--- src/hdl/assert_macros.svh ---
// Assertion helpers for the RTL.
`ifndef ASSERT_MACROS_SVH
`define ASSERT_MACROS_SVH

// Implication checked on every rising edge outside reset.
`define CHECK_IMPLY(label, pre, post, msg) \
  label: assert property (@(posedge clk) disable iff (rst) (pre) |-> (post)) \
    else $error(msg);

// Implication whose consequent is checked in the next cycle.
`define CHECK_NEXT(label, pre, post, msg) \
  label: assert property (@(posedge clk) disable iff (rst) (pre) |=> (post)) \
    else $error(msg);

// Invariant checked on every rising edge outside reset.
`define CHECK_ALWAYS(label, cond, msg) \
  label: assert property (@(posedge clk) disable iff (rst) (cond)) \
    else $error(msg);

`endif

--- src/hdl/bla_pkg.sv ---
// ----------------------------------------------------------------------------
// bla_pkg
// Types and constants for the battery level averager: word formats, charger
// status codes and the fixed-point limits of the percentage curve.
// ----------------------------------------------------------------------------
`timescale 1ns / 1ps

package bla_pkg;

  localparam int WINDOW_LEN_DEF = 60;

  localparam int CODE_W   = 12;
  localparam int LEVEL_W  = 7;
  localparam int MV_W     = 13;
  localparam int STATUS_W = 2;

  // Limits on code*66 (volts * 4095 * 10).
  localparam logic [18:0] SCALED_EMPTY = 19'd131040;  // 3.2 V
  localparam logic [18:0] SCALED_FULL  = 19'd171990;  // 4.2 V
  localparam logic [18:0] SCALED_DISC  = 19'd102375;  // 2.5 V

  localparam logic [LEVEL_W-1:0] LEVEL_MAX = 7'd100;

  localparam logic [STATUS_W-1:0] STATUS_DISCONNECTED = 2'd0;
  localparam logic [STATUS_W-1:0] STATUS_CHARGING     = 2'd1;
  localparam logic [STATUS_W-1:0] STATUS_FULL         = 2'd2;
  localparam logic [STATUS_W-1:0] STATUS_DISCHARGING  = 2'd3;

  typedef struct packed {
    logic [CODE_W-1:0] adc_code;
    logic              stat_one;
    logic              stat_two;
  } sample_word_t;

  typedef struct packed {
    logic [LEVEL_W-1:0]  level_percent;
    logic [MV_W-1:0]     battery_millivolts;
    logic [STATUS_W-1:0] charge_status;
  } result_word_t;

endpackage

--- src/hdl/battery_level_averager.sv ---
// An accepted sample word passes stages 1 to 5 and the output register.
// Throughput: one word per cycle when not stalled; the ring memory is read one
// stage ahead of its write-back, so consecutive words never touch the same entry.
// Reset clears the pipeline, ring position and running total, and the ring's
// per-entry valid bits at once: no clearing pass, samples accepted right away.
// ----------------------------------------------------------------------------
// battery_level_averager
// Battery gauge: millivolts, charger status and a moving-average charge
// percentage over a ring of WINDOW_LEN samples kept as a running sum.
// ----------------------------------------------------------------------------
`timescale 1ns / 1ps
`include "assert_macros.svh"

module battery_level_averager
  import bla_pkg::*;
#(
  parameter int WINDOW_LEN = WINDOW_LEN_DEF
) (
  input  logic         clk,
  input  logic         rst,
  input  logic         sample_valid,
  output logic         sample_ready,
  input  sample_word_t sample,
  output logic         result_valid,
  input  logic         result_ready,
  output result_word_t result
);

  localparam int AW     = $clog2(WINDOW_LEN);
  localparam int TOT_W  = $clog2(WINDOW_LEN * 100 + 1);
  localparam int RSHIFT = TOT_W + $clog2(WINDOW_LEN);
  localparam int RCP_W  = TOT_W + 2;
  localparam int PROD_W = TOT_W + RCP_W;
  localparam longint unsigned RCP_VAL =
    ((longint'(1) << RSHIFT) + WINDOW_LEN - 1) / WINDOW_LEN;
  localparam logic [RCP_W-1:0] RECIP = RCP_W'(RCP_VAL);
  localparam logic [AW-1:0] LAST_POS = AW'(WINDOW_LEN - 1);
  localparam logic [TOT_W-1:0] TOT_MAX = TOT_W'(WINDOW_LEN * 100);

  // Stage enables, back to front.
  logic en1, en2, en3, en4, en5, en6;

  // Stage 1: captured word.
  logic              s1_vld;
  logic [CODE_W-1:0] s1_code;
  logic              s1_one;
  logic              s1_two;

  // Stage 2: scaled products and limit flags.
  logic                s2_vld;
  logic                s2_lo;
  logic                s2_hi;
  logic [20:0]         s2_xp;
  logic [24:0]         s2_xm;
  logic [STATUS_W-1:0] s2_stat;

  // Stage 3: quotient estimates by 4095.
  logic                s3_vld;
  logic                s3_lo;
  logic                s3_hi;
  logic [20:0]         s3_xp;
  logic [24:0]         s3_xm;
  logic [9:0]          s3_tp;
  logic [MV_W-1:0]     s3_tm;
  logic [STATUS_W-1:0] s3_stat;

  // Stage 4: final values, ring entry being read.
  logic                s4_vld;
  logic [LEVEL_W-1:0]  s4_pct;
  logic [MV_W-1:0]     s4_mv;
  logic [STATUS_W-1:0] s4_stat;
  logic [AW-1:0]       s4_addr;

  // Stage 5: running total snapshot.
  logic                s5_vld;
  logic [TOT_W-1:0]    s5_total;
  logic [MV_W-1:0]     s5_mv;
  logic [STATUS_W-1:0] s5_stat;

  // Output register.
  logic         out_vld;
  result_word_t out_word;

  // Ring state.
  logic [LEVEL_W-1:0] ring [WINDOW_LEN];
  logic [WINDOW_LEN-1:0] ring_vld;
  logic [LEVEL_W-1:0] rd_level;
  logic               rd_hit;
  logic [AW-1:0]      pos;
  logic [AW-1:0]      rd_addr;
  logic [TOT_W-1:0]   total;
  logic [TOT_W-1:0]   total_next;
  logic [LEVEL_W-1:0] old_level;

  // Combinational datapath.
  logic [18:0]         sc66;
  logic [20:0]         xp;
  logic [24:0]         xm;
  logic [STATUS_W-1:0] stat;
  logic [21:0]         sum_p;
  logic [25:0]         sum_m;
  logic [13:0]         rem_p;
  logic [13:0]         rem_m;
  logic [9:0]          q_p;
  logic [LEVEL_W-1:0]  pct;
  logic [MV_W-1:0]     mv;
  logic [PROD_W-1:0]   prod;

  assign en6 = !out_vld || result_ready;
  assign en5 = !s5_vld || en6;
  assign en4 = !s4_vld || en5;
  assign en3 = !s3_vld || en4;
  assign en2 = !s2_vld || en3;
  assign en1 = !s1_vld || en2;

  assign sample_ready = en1;
  assign result_valid = out_vld;
  assign result       = out_word;

  // Products and flags.
  always_comb begin
    sc66 = {7'd0, s1_code} * 19'd66;
    xp   = ({9'd0, s1_code} * 21'd660) - 21'd1310400;
    xm   = {13'd0, s1_code} * 25'd6600;
    if (sc66 < SCALED_DISC) begin
      stat = STATUS_DISCONNECTED;
    end else if (s1_one && !s1_two) begin
      stat = STATUS_FULL;
    end else if (s1_one && s1_two) begin
      stat = STATUS_DISCHARGING;
    end else begin
      stat = STATUS_CHARGING;
    end
  end

  // Estimate x/4095 as (x + x/4096)/4096: low by at most one.
  assign sum_p = {1'b0, s2_xp} + {13'd0, s2_xp[20:12]};
  assign sum_m = {1'b0, s2_xm} + {13'd0, s2_xm[24:12]};

  // Remainder x - 4095*t lies in 0..8189, so 14 bits carry it exactly.
  always_comb begin
    rem_p = s3_xp[13:0] - {s3_tp[1:0], 12'd0} + {4'd0, s3_tp};
    rem_m = s3_xm[13:0] - {s3_tm[1:0], 12'd0} + {1'b0, s3_tm};
    q_p   = s3_tp + {9'd0, (rem_p >= 14'd4095)};
    mv    = s3_tm + {12'd0, (rem_m >= 14'd4095)};
    if (s3_lo) begin
      pct = '0;
    end else if (s3_hi) begin
      pct = LEVEL_MAX;
    end else begin
      pct = q_p[LEVEL_W-1:0];
    end
  end

  assign rd_addr    = (pos == LAST_POS) ? '0 : pos + 1'b1;
  assign old_level  = rd_hit ? rd_level : '0;
  assign total_next = total - {{(TOT_W-LEVEL_W){1'b0}}, old_level}
                    + {{(TOT_W-LEVEL_W){1'b0}}, s4_pct};

  // Mean by multiplying with a rounded-up reciprocal.
  assign prod = {{(PROD_W-TOT_W){1'b0}}, s5_total} * {{(PROD_W-RCP_W){1'b0}}, RECIP};

  // Stage valids and control state.
  always_ff @(posedge clk) begin
    if (rst) begin
      s1_vld   <= 1'b0;
      s2_vld   <= 1'b0;
      s3_vld   <= 1'b0;
      s4_vld   <= 1'b0;
      s5_vld   <= 1'b0;
      out_vld  <= 1'b0;
      pos      <= '0;
      total    <= '0;
      ring_vld <= '0;
    end else begin
      if (en1) s1_vld  <= sample_valid;
      if (en2) s2_vld  <= s1_vld;
      if (en3) s3_vld  <= s2_vld;
      if (en4) s4_vld  <= s3_vld;
      if (en5) s5_vld  <= s4_vld;
      if (en6) out_vld <= s5_vld;
      // Advance the ring position as the entry is fetched.
      if (en4 && s3_vld) begin
        pos <= rd_addr;
      end
      if (en5 && s4_vld) begin
        total             <= total_next;
        ring_vld[s4_addr] <= 1'b1;
      end
    end
  end

  // Payload registers.
  always_ff @(posedge clk) begin
    if (en1) begin
      s1_code <= sample.adc_code;
      s1_one  <= sample.stat_one;
      s1_two  <= sample.stat_two;
    end
    if (en2) begin
      s2_lo   <= (sc66 <= SCALED_EMPTY);
      s2_hi   <= (sc66 >= SCALED_FULL);
      s2_xp   <= xp;
      s2_xm   <= xm;
      s2_stat <= stat;
    end
    if (en3) begin
      s3_lo   <= s2_lo;
      s3_hi   <= s2_hi;
      s3_xp   <= s2_xp;
      s3_xm   <= s2_xm;
      s3_tp   <= sum_p[21:12];
      s3_tm   <= sum_m[24:12];
      s3_stat <= s2_stat;
    end
    if (en4) begin
      s4_pct  <= pct;
      s4_mv   <= mv;
      s4_stat <= s3_stat;
      s4_addr <= rd_addr;
    end
    if (en5) begin
      s5_total <= total_next;
      s5_mv    <= s4_mv;
      s5_stat  <= s4_stat;
    end
    if (en6) begin
      out_word.level_percent      <= prod[RSHIFT +: LEVEL_W];
      out_word.battery_millivolts <= s5_mv;
      out_word.charge_status      <= s5_stat;
    end
  end

  // Ring memory: registered read, write-back one stage later.
  always_ff @(posedge clk) begin
    if (en4 && s3_vld) begin
      rd_level <= ring[rd_addr];
      rd_hit   <= ring_vld[rd_addr];
    end
    if (en5 && s4_vld) begin
      ring[s4_addr] <= s4_pct;
    end
  end

  `CHECK_ALWAYS(a_total_bound, total <= TOT_MAX, "running total beyond window maximum")
  `CHECK_IMPLY(a_no_same_entry, en4 && s3_vld && en5 && s4_vld, rd_addr != s4_addr,
    "ring read and write-back hit the same entry")
  `CHECK_NEXT(a_pos_hold, !(en4 && s3_vld), $stable(pos),
    "ring position moved without a fetch")
  `CHECK_IMPLY(a_level_bound, out_vld, out_word.level_percent <= LEVEL_MAX,
    "mean level above one hundred")
  `CHECK_IMPLY(a_pct_bound, s4_vld, s4_pct <= LEVEL_MAX, "sample level above one hundred")

endmodule

--- config.mk ---
export PLATFORM = sky130hd
export DESIGN_NAME = battery_level_averager
export DESIGN_NICKNAME = d
export VERILOG_FILES = /design/src/hdl/bla_pkg.sv /design/src/hdl/battery_level_averager.sv
export VERILOG_INCLUDE_DIRS = /design/src /design/src/hdl
export SDC_FILE = /design/constraint.sdc
export NUM_CORES = 1
export LEC_CHECK = 0
export ABC_AREA = 1
export BUFFER_PORTS_ARGS = -buffer_cell sky130_fd_sc_hd__buf_4
export CAP_MARGIN = 20
export CELL_PAD_IN_SITES_DETAIL_PLACEMENT = 2
export CELL_PAD_IN_SITES_GLOBAL_PLACEMENT = 2
export CORE_UTILIZATION = 37
export CTS_CLUSTER_SIZE = 12
export DETAILED_ROUTE_END_ITERATION = 7
export GPL_ROUTABILITY_DRIVEN = 0
export PLACE_DENSITY = 0.71
export SLEW_MARGIN = 20
export SYNTH_ARGS = -nofsm -noshare
export SYNTH_HDL_FRONTEND = slang
export SYNTH_SLANG_ARGS = --single-unit
--- constraint.sdc ---
create_clock -name clk -period 6.3 [get_ports clk]
set_input_delay 0 -clock clk [delete_from_list [all_inputs] [get_ports clk]]
set_output_delay 0 -clock clk [all_outputs]
set_load 0.005 [all_outputs]
After elaboration in Yosys (flattened, before gate mapping). Memory sizes are Yosys's and may differ from the RTL's. A register that Yosys moved wholly into a read port is not among the register bits. Cells that the tools add are included.

Memories: 1. Bits in writable memories: 420. Register bits after elaboration: 277. Input port bits: 18.

$mul: 4. Add/sub/neg operators: 12. Bitwise gates (word level): 1. Multiplexer cells: 11. Equal/unequal tests: 1. Magnitude comparators: 8. Reductions and logical operators: 20.

Memories: ring (depth 60, width 7, read ports 1, clocked after memory_dff 1, write ports 1, RTL line battery_level_averager.sv:85) `logic [LEVEL_W-1:0] ring [WINDOW_LEN];`.

Operators with widths (number): 60-bit bitwise OR (1); 14-bit by 12-bit greater-or-equal comparator with 1-bit output, second input constant (2); 14-bit subtractor (2); 13-bit by 14-bit multiplier with 26-bit output, second input constant (1); 25-bit by 13-bit adder with 25-bit output (1); 21-bit by 9-bit adder with 22-bit output (1); 12-bit by 10-bit multiplier with 22-bit output, second input constant (1); 21-bit subtractor, second input constant (1); 19-bit by 18-bit greater-or-equal comparator with 1-bit output, second input constant (1); 19-bit by 17-bit <= comparator with 1-bit output, second input constant (1); 19-bit by 17-bit < comparator with 1-bit output, second input constant (1); 12-bit by 8-bit multiplier with 19-bit output, second input constant (1); 12-bit by 6-bit multiplier with 18-bit output, second input constant (1); 14-bit by 10-bit adder with 14-bit output (1); 14-bit by 13-bit adder with 14-bit output (1); 6-bit by 7-bit < comparator with 1-bit output, second input constant (2); 7-bit two-way mux (2); 13-bit by 1-bit adder with 13-bit output (1); 13-bit by 7-bit adder with 13-bit output (1); 13-bit by 7-bit subtractor with 13-bit output (1); 7-bit by 1-bit adder with 7-bit output (1); 1-bit zero test (7); 6-bit by 1-bit adder with 6-bit output, second input constant (1); 1-bit binary-select mux with 6-bit select (1); 9 further kinds (23).

Longest topological paths before layout.
Depth after elaboration: 7. Depth in mapped cells: 24. Depth with buffers taken out: 24.

Worst setup path after synthesis. OpenSTA, ideal clock, no wires.

Path type: reg2reg. From: register out_vld, in the netlist result_valid. To: register s2_hi (enable). Path slack: 1.460 ns. Setup time: 0.397 ns. Required time: 5.903 ns. Period minus slack after synthesis: 4.840 ns. Cell stages (with the launch flop): 12. Arrival time: 4.442 ns. Cells stage by stage: dfxtp_1 > inv_1 > nor2_1 > inv_1 > nor2_1 > inv_1 > nor2_1 > inv_1 > nor2_1 > inv_1 > nor2_1 > inv_1.

Cells in the longest elaborated chain, start to end: 6.

RTL lines: start: declaration (RTL line battery_level_averager.sv:81) `logic out_vld;`; start signal: assignment (RTL line battery_level_averager.sv:181) `if (en6) out_vld <= s5_vld;`; 1-bit zero test (RTL line battery_level_averager.sv:109) `assign en6 = !out_vld || result_ready;`; 1-bit logical OR (RTL line battery_level_averager.sv:109); via en6 (RTL line battery_level_averager.sv:41) `logic en1, en2, en3, en4, en5, en6;`; 1-bit logical OR (RTL line battery_level_averager.sv:110) `assign en5 = !s5_vld || en6;`; via en5 (RTL line battery_level_averager.sv:41); 1-bit logical OR (RTL line battery_level_averager.sv:111) `assign en4 = !s4_vld || en5;`; via en4 (RTL line battery_level_averager.sv:41); 1-bit logical OR (RTL line battery_level_averager.sv:112) `assign en3 = !s3_vld || en4;`; via en3 (RTL line battery_level_averager.sv:41); 1-bit logical OR (RTL line battery_level_averager.sv:113) `assign en2 = !s2_vld || en3;`; via en2 (RTL line battery_level_averager.sv:41); end signal: assignment (RTL line battery_level_averager.sv:202) `s2_hi <= (sc66 >= SCALED_FULL);`; end: declaration (RTL line battery_level_averager.sv:52) `logic s2_hi;`.

The timed path passes the listed nets, and every way through them passes these cells. A chain may end at the register's enable or synchronous reset.

Worst setup path after layout.
From: register s1_code[6]. To: register s2_xm[24], data pin.

Cells in the longest elaborated chain, start to end: 1.

RTL lines: start: declaration (RTL line battery_level_averager.sv:45) `logic [CODE_W-1:0] s1_code;`; start signal: assignment (RTL line battery_level_averager.sv:196) `s1_code <= sample.adc_code;`; 12-bit by 10-bit multiplier with 22-bit output (RTL line battery_level_averager.sv:124) `xm = {13'd0, s1_code} * 25'd6600;`; via xm[24] (RTL line battery_level_averager.sv:98) `logic [24:0] xm;`; end signal: assignment (RTL line battery_level_averager.sv:204) `s2_xm <= xm;`; end: declaration (RTL line battery_level_averager.sv:54) `logic [24:0] s2_xm;`.

The timed path passes the listed nets, and every way through them passes these cells.

==> out/summary.md <==
- **relative area change from synthesis to final layout** 12.03%
- **worst-case reg-to-reg path depth** 17
- **highest attainable clock frequency** 201.4 MHz
- **Yosys reg bits** 696
- **Simple-Gate Fraction of Synth Area** 0.1718
- **total number of nets in the final design** 4260
- **synthesized-area fraction occupied by xor and xnor cells** 0.02106
- **dominant combinational cell family by area after synthesis** simple AND/OR/NAND/NOR gates
- **worst path arrival time** 5.36 ns
- **transition time of the tightest slew-check pin** 1.007 ns
- **Num CTS Buffers** 83
- **via count of the first global-routing pass** 30090
- **number of DRC violations after detailed-routing iteration 0** 1165
- **number of cells upsized or downsized after cts** 0
- **Final Instance Area** 0.04193 mm2
- **Setup Buffers After CTS** 0
- **Max rail drop VDD** 0.3352 mV
- **sequential cell area fraction in the yosys report** 0.5356
- **IO Port Bufs** 41
- **proportion of register bits with asynchronous set or reset after synthesis** 0
- **DRC violation count after routing** 0
- **Fin. Hold Viols** 0
- **fin crit period** 4.965 ns
- **post-synthesis cell type with the largest combined area** sky130_fd_sc_hd__edfxtp_1
- **max-capacitance violation count** 0
- **post-DR wirelength/cell** 20.99 um
- **post-synthesis instance area** 0.03743 mm2
- **First-pass DRT Iterations** 5
- **adder and majority gate portion of the synthesized area** 0.1375
- **outcome** finished clean
- **Rows** 116
- **H-tree Lvls** 3
- **Max Transition Viols Final** 0
- **final total power** 19.98 mW
- **area share of the leading cell type in the synthesized netlist** 0.4902
- **mean instance size in the synthesized netlist** 9.819 um2
- **wire length of the first global-routing pass** 173600 um
- **final-layout setup total negative slack** 0 ns
- **vias after detailed routing** 26750
- **Synthesized Nets** 4198
- **final cycle utilization of the critical path** 0.7881
- **PD cells** 476.6 mW/mm2
- **Critical Path RT** 6.69 ns
- **routed wire length** 110000 um
- **root cell of the clock tree** sky130_fd_sc_hd__clkbuf_16
- **Post-Syn Instances** 3812
- **area enclosed by the die boundary** 0.1024 mm2
- **starting density of the core** 0.3738
- **Core Box Area** 0.1001 mm2
- **GRT Total Usage** 0.2185
- **Distinct cells, synth** 43
- **Critical Path End Type** register
- **class of the tightest hold or removal check** primary input to register
- **Routed Antenna Nets** 0
- **remaining max-slew budget at the tightest pin** 0.3289
- **Hold Worst Slack** 0.07678 ns
- **share of synthesized area spent on multiplexers** 0
- **post-detail-place hpwl** 74870 um
- **Max FO, Critical Path** 10
- **critical path start-end classification** register to register
- **top_reg_cell synth** sky130_fd_sc_hd__edfxtp_1
- **instance area at placement** 0.03913 mm2
- **proportion of layout cells with a drive suffix above 1** 0.05603
- **worst skew pair latency** 0.67 ns
- **worst hold path depth** 2
- **number of fill cells in the layout** 10670
- **clock-pin transition on the worst setup and hold timing paths** 0.06 ns
- **Critical Path Source Type** register
- **DIE HEIGHT** 320.1 um
- **clock tree from TritonCTS** built
- **sequential cell area** 0.02005 mm2
- **antenna violations before repair** 1
- **synthesized-area fraction occupied by ao, oa, aoi and oai cells** 0.05987
- **leakage power** 18.12 nW
- **via count normalized by instance count** 5.101
- **YS warnings** 0
- **worst-case clock skew** 0.03301 ns
- **IO Count** 42
- **most area-consuming cells after synthesis** sky130_fd_sc_hd__edfxtp_1, sky130_fd_sc_hd__ha_1, sky130_fd_sc_hd__nand2_1
- **EDFF count, synth** 611
- **Max clock buf depth** 3
- **setup repair after global routing missed its margin** false
- **largest net degree at the start of global routing** 184
- **Remaining Overflow, GRT** 0
- **Die Span X** 320.1 um
- **area of the multi-input gates** 0.01463 mm2
- **number of clock sinks seen by CTS** 696
- **Setup-failing EPs final** 0
==> synthesized netlist by cell type, drive strengths merged, types with 3 or more instances <==
cell    count
a21boi      4
o211ai     23
and2        3
clkbuf     40
xor2       62
edfxtp    611
fa         72
xnor2      28
nor2      364
buf        70
dfxtp      85
or2         8
ha        296
o21bai      7
a211oi      4
a21oi     224
o21ai     147
o21a        3
a31oi       5
nor4        4
nand3     300
nor3       27
nand3b     46
clkinv      3
nand4      21
nand2     748
inv       599
==> flip-flops by register name (all words and copies together), names as in the netlist, 11 cells and up <==
register	count
result	22
ring	420
ring_vld	60
s1_code	12
s2_xm	22
s2_xp	17
s3_tm	13
s3_xm	11
s4_mv	13
s5_mv	13
s5_total	13
total	13
==> critical path: stages, from the launching register on <==
cell and delay, ns:
sky130_fd_sc_hd__edfxtp_1 0.62, sky130_fd_sc_hd__ha_1 0.43, sky130_fd_sc_hd__inv_1 0.08, sky130_fd_sc_hd__fa_1 0.51, sky130_fd_sc_hd__fa_1 0.55, sky130_fd_sc_hd__inv_1 0.05
sky130_fd_sc_hd__fa_1 0.53, sky130_fd_sc_hd__inv_1 0.05, sky130_fd_sc_hd__fa_1 0.50, sky130_fd_sc_hd__inv_1 0.05, sky130_fd_sc_hd__ha_1 0.36, sky130_fd_sc_hd__a21oi_1 0.26
sky130_fd_sc_hd__o21ai_0 0.12, sky130_fd_sc_hd__a21oi_1 0.13, sky130_fd_sc_hd__o21ai_0 0.14, sky130_fd_sc_hd__nand4_1 0.11, sky130_fd_sc_hd__nand2_1 0.07, sky130_fd_sc_hd__xor2_1 0.15
==> worst paths after layout <==
path | slack (ns) | startpoint | end
min reg2reg | 0.40 | s5_mv[11] | result[13]
max | 1.33 | s1_code[6] | s2_xm[24]
min | 0.08 | sample[4] | s1_code[2]
max reg2reg | 1.33 | s1_code[6] | s2_xm[24]
==> power by group <==
part           total (mW)  internal (mW)  leakage [nW]  switching, mW
sequential           6.47           6.05          6.55          0.424
combinational        8.82           3.23          10.3           5.59
clock                4.69           2.68          1.29           2.01
total                20.0           12.0          18.1           8.02
==> placed cells by master (no fill, tap or decap), types with 21 or more instances in the layout <==
cell type	Yosys	layout
sky130_fd_sc_hd__ha_1	296	295
sky130_fd_sc_hd__clkbuf_1	40	26
sky130_fd_sc_hd__nand3b_1	46	46
sky130_fd_sc_hd__nor3_1	26	26
sky130_fd_sc_hd__buf_4	9	69
sky130_fd_sc_hd__a21oi_1	223	223
sky130_fd_sc_hd__xor2_1	62	62
sky130_fd_sc_hd__edfxtp_1	611	611
sky130_fd_sc_hd__clkbuf_16	0	83
sky130_fd_sc_hd__nand4_1	21	21
sky130_fd_sc_hd__nand2_1	745	745
sky130_fd_sc_hd__nand3_1	299	299
sky130_fd_sc_hd__xnor2_1	28	28
sky130_fd_sc_hd__o21ai_0	144	144
sky130_fd_sc_hd__inv_1	594	590
sky130_fd_sc_hd__o211ai_1	23	23
sky130_fd_sc_hd__nor2_1	361	361
sky130_fd_sc_hd__fa_1	72	72
sky130_fd_sc_hd__dfxtp_1	85	85
==> cells by family (layout without fill, tap and decap cells) <==
| kind of cell | count (synthesis) | in the layout |
|---|---|---|
| compound gates | 422 | 422 |
| xor+xnor | 90 | 90 |
| fa+ha+maj | 368 | 368 |
| buf+inv | 712 | 844 |
| flops | 696 | 696 |
| other cells | 0 | 1 |
| simple gates | 1524 | 1524 |
==> final cells by class <==
cell class              count  share of cell area
flip-flops and latches    696              0.4781
multi-input cells        2404              0.3489
clock buffers             117             0.05448
inverters                 602             0.05392
well taps                1298             0.03873
repair buffers             87             0.01713
clock inverters            38            0.008623
diodes                      1          0.00005967
==> through the flow <==
step / utilization / setup slack [ns] / instances
after floorplan: - / 1.461 / 3812
after global placement: 0.3907 / 1.325 / 5071
after detailed placement: 0.3907 / 1.301 / 5071
after CTS: 0.4187 / 1.286 / 5242
after global routing: 0.4187 / 0.9870 / 5242
final: 0.4187 / 1.335 / 5243
==> routing by layer <==
metal	track usage	wire length, um	vias up
met5	0	0	-
met1	0.2709	48160	13490
met3	0.02546	2950	155
met4	0.06082	2781	0
li1	-	-	12790
met2	0.3975	56150	314
==> timing repair <==
action                                 4_1_cts  5_1_grt
hold buffers                                16        0
setup endpoints to repair                    0        0
endpoints found under the hold margin       44        0
Power figures use the tool's default switching activity.
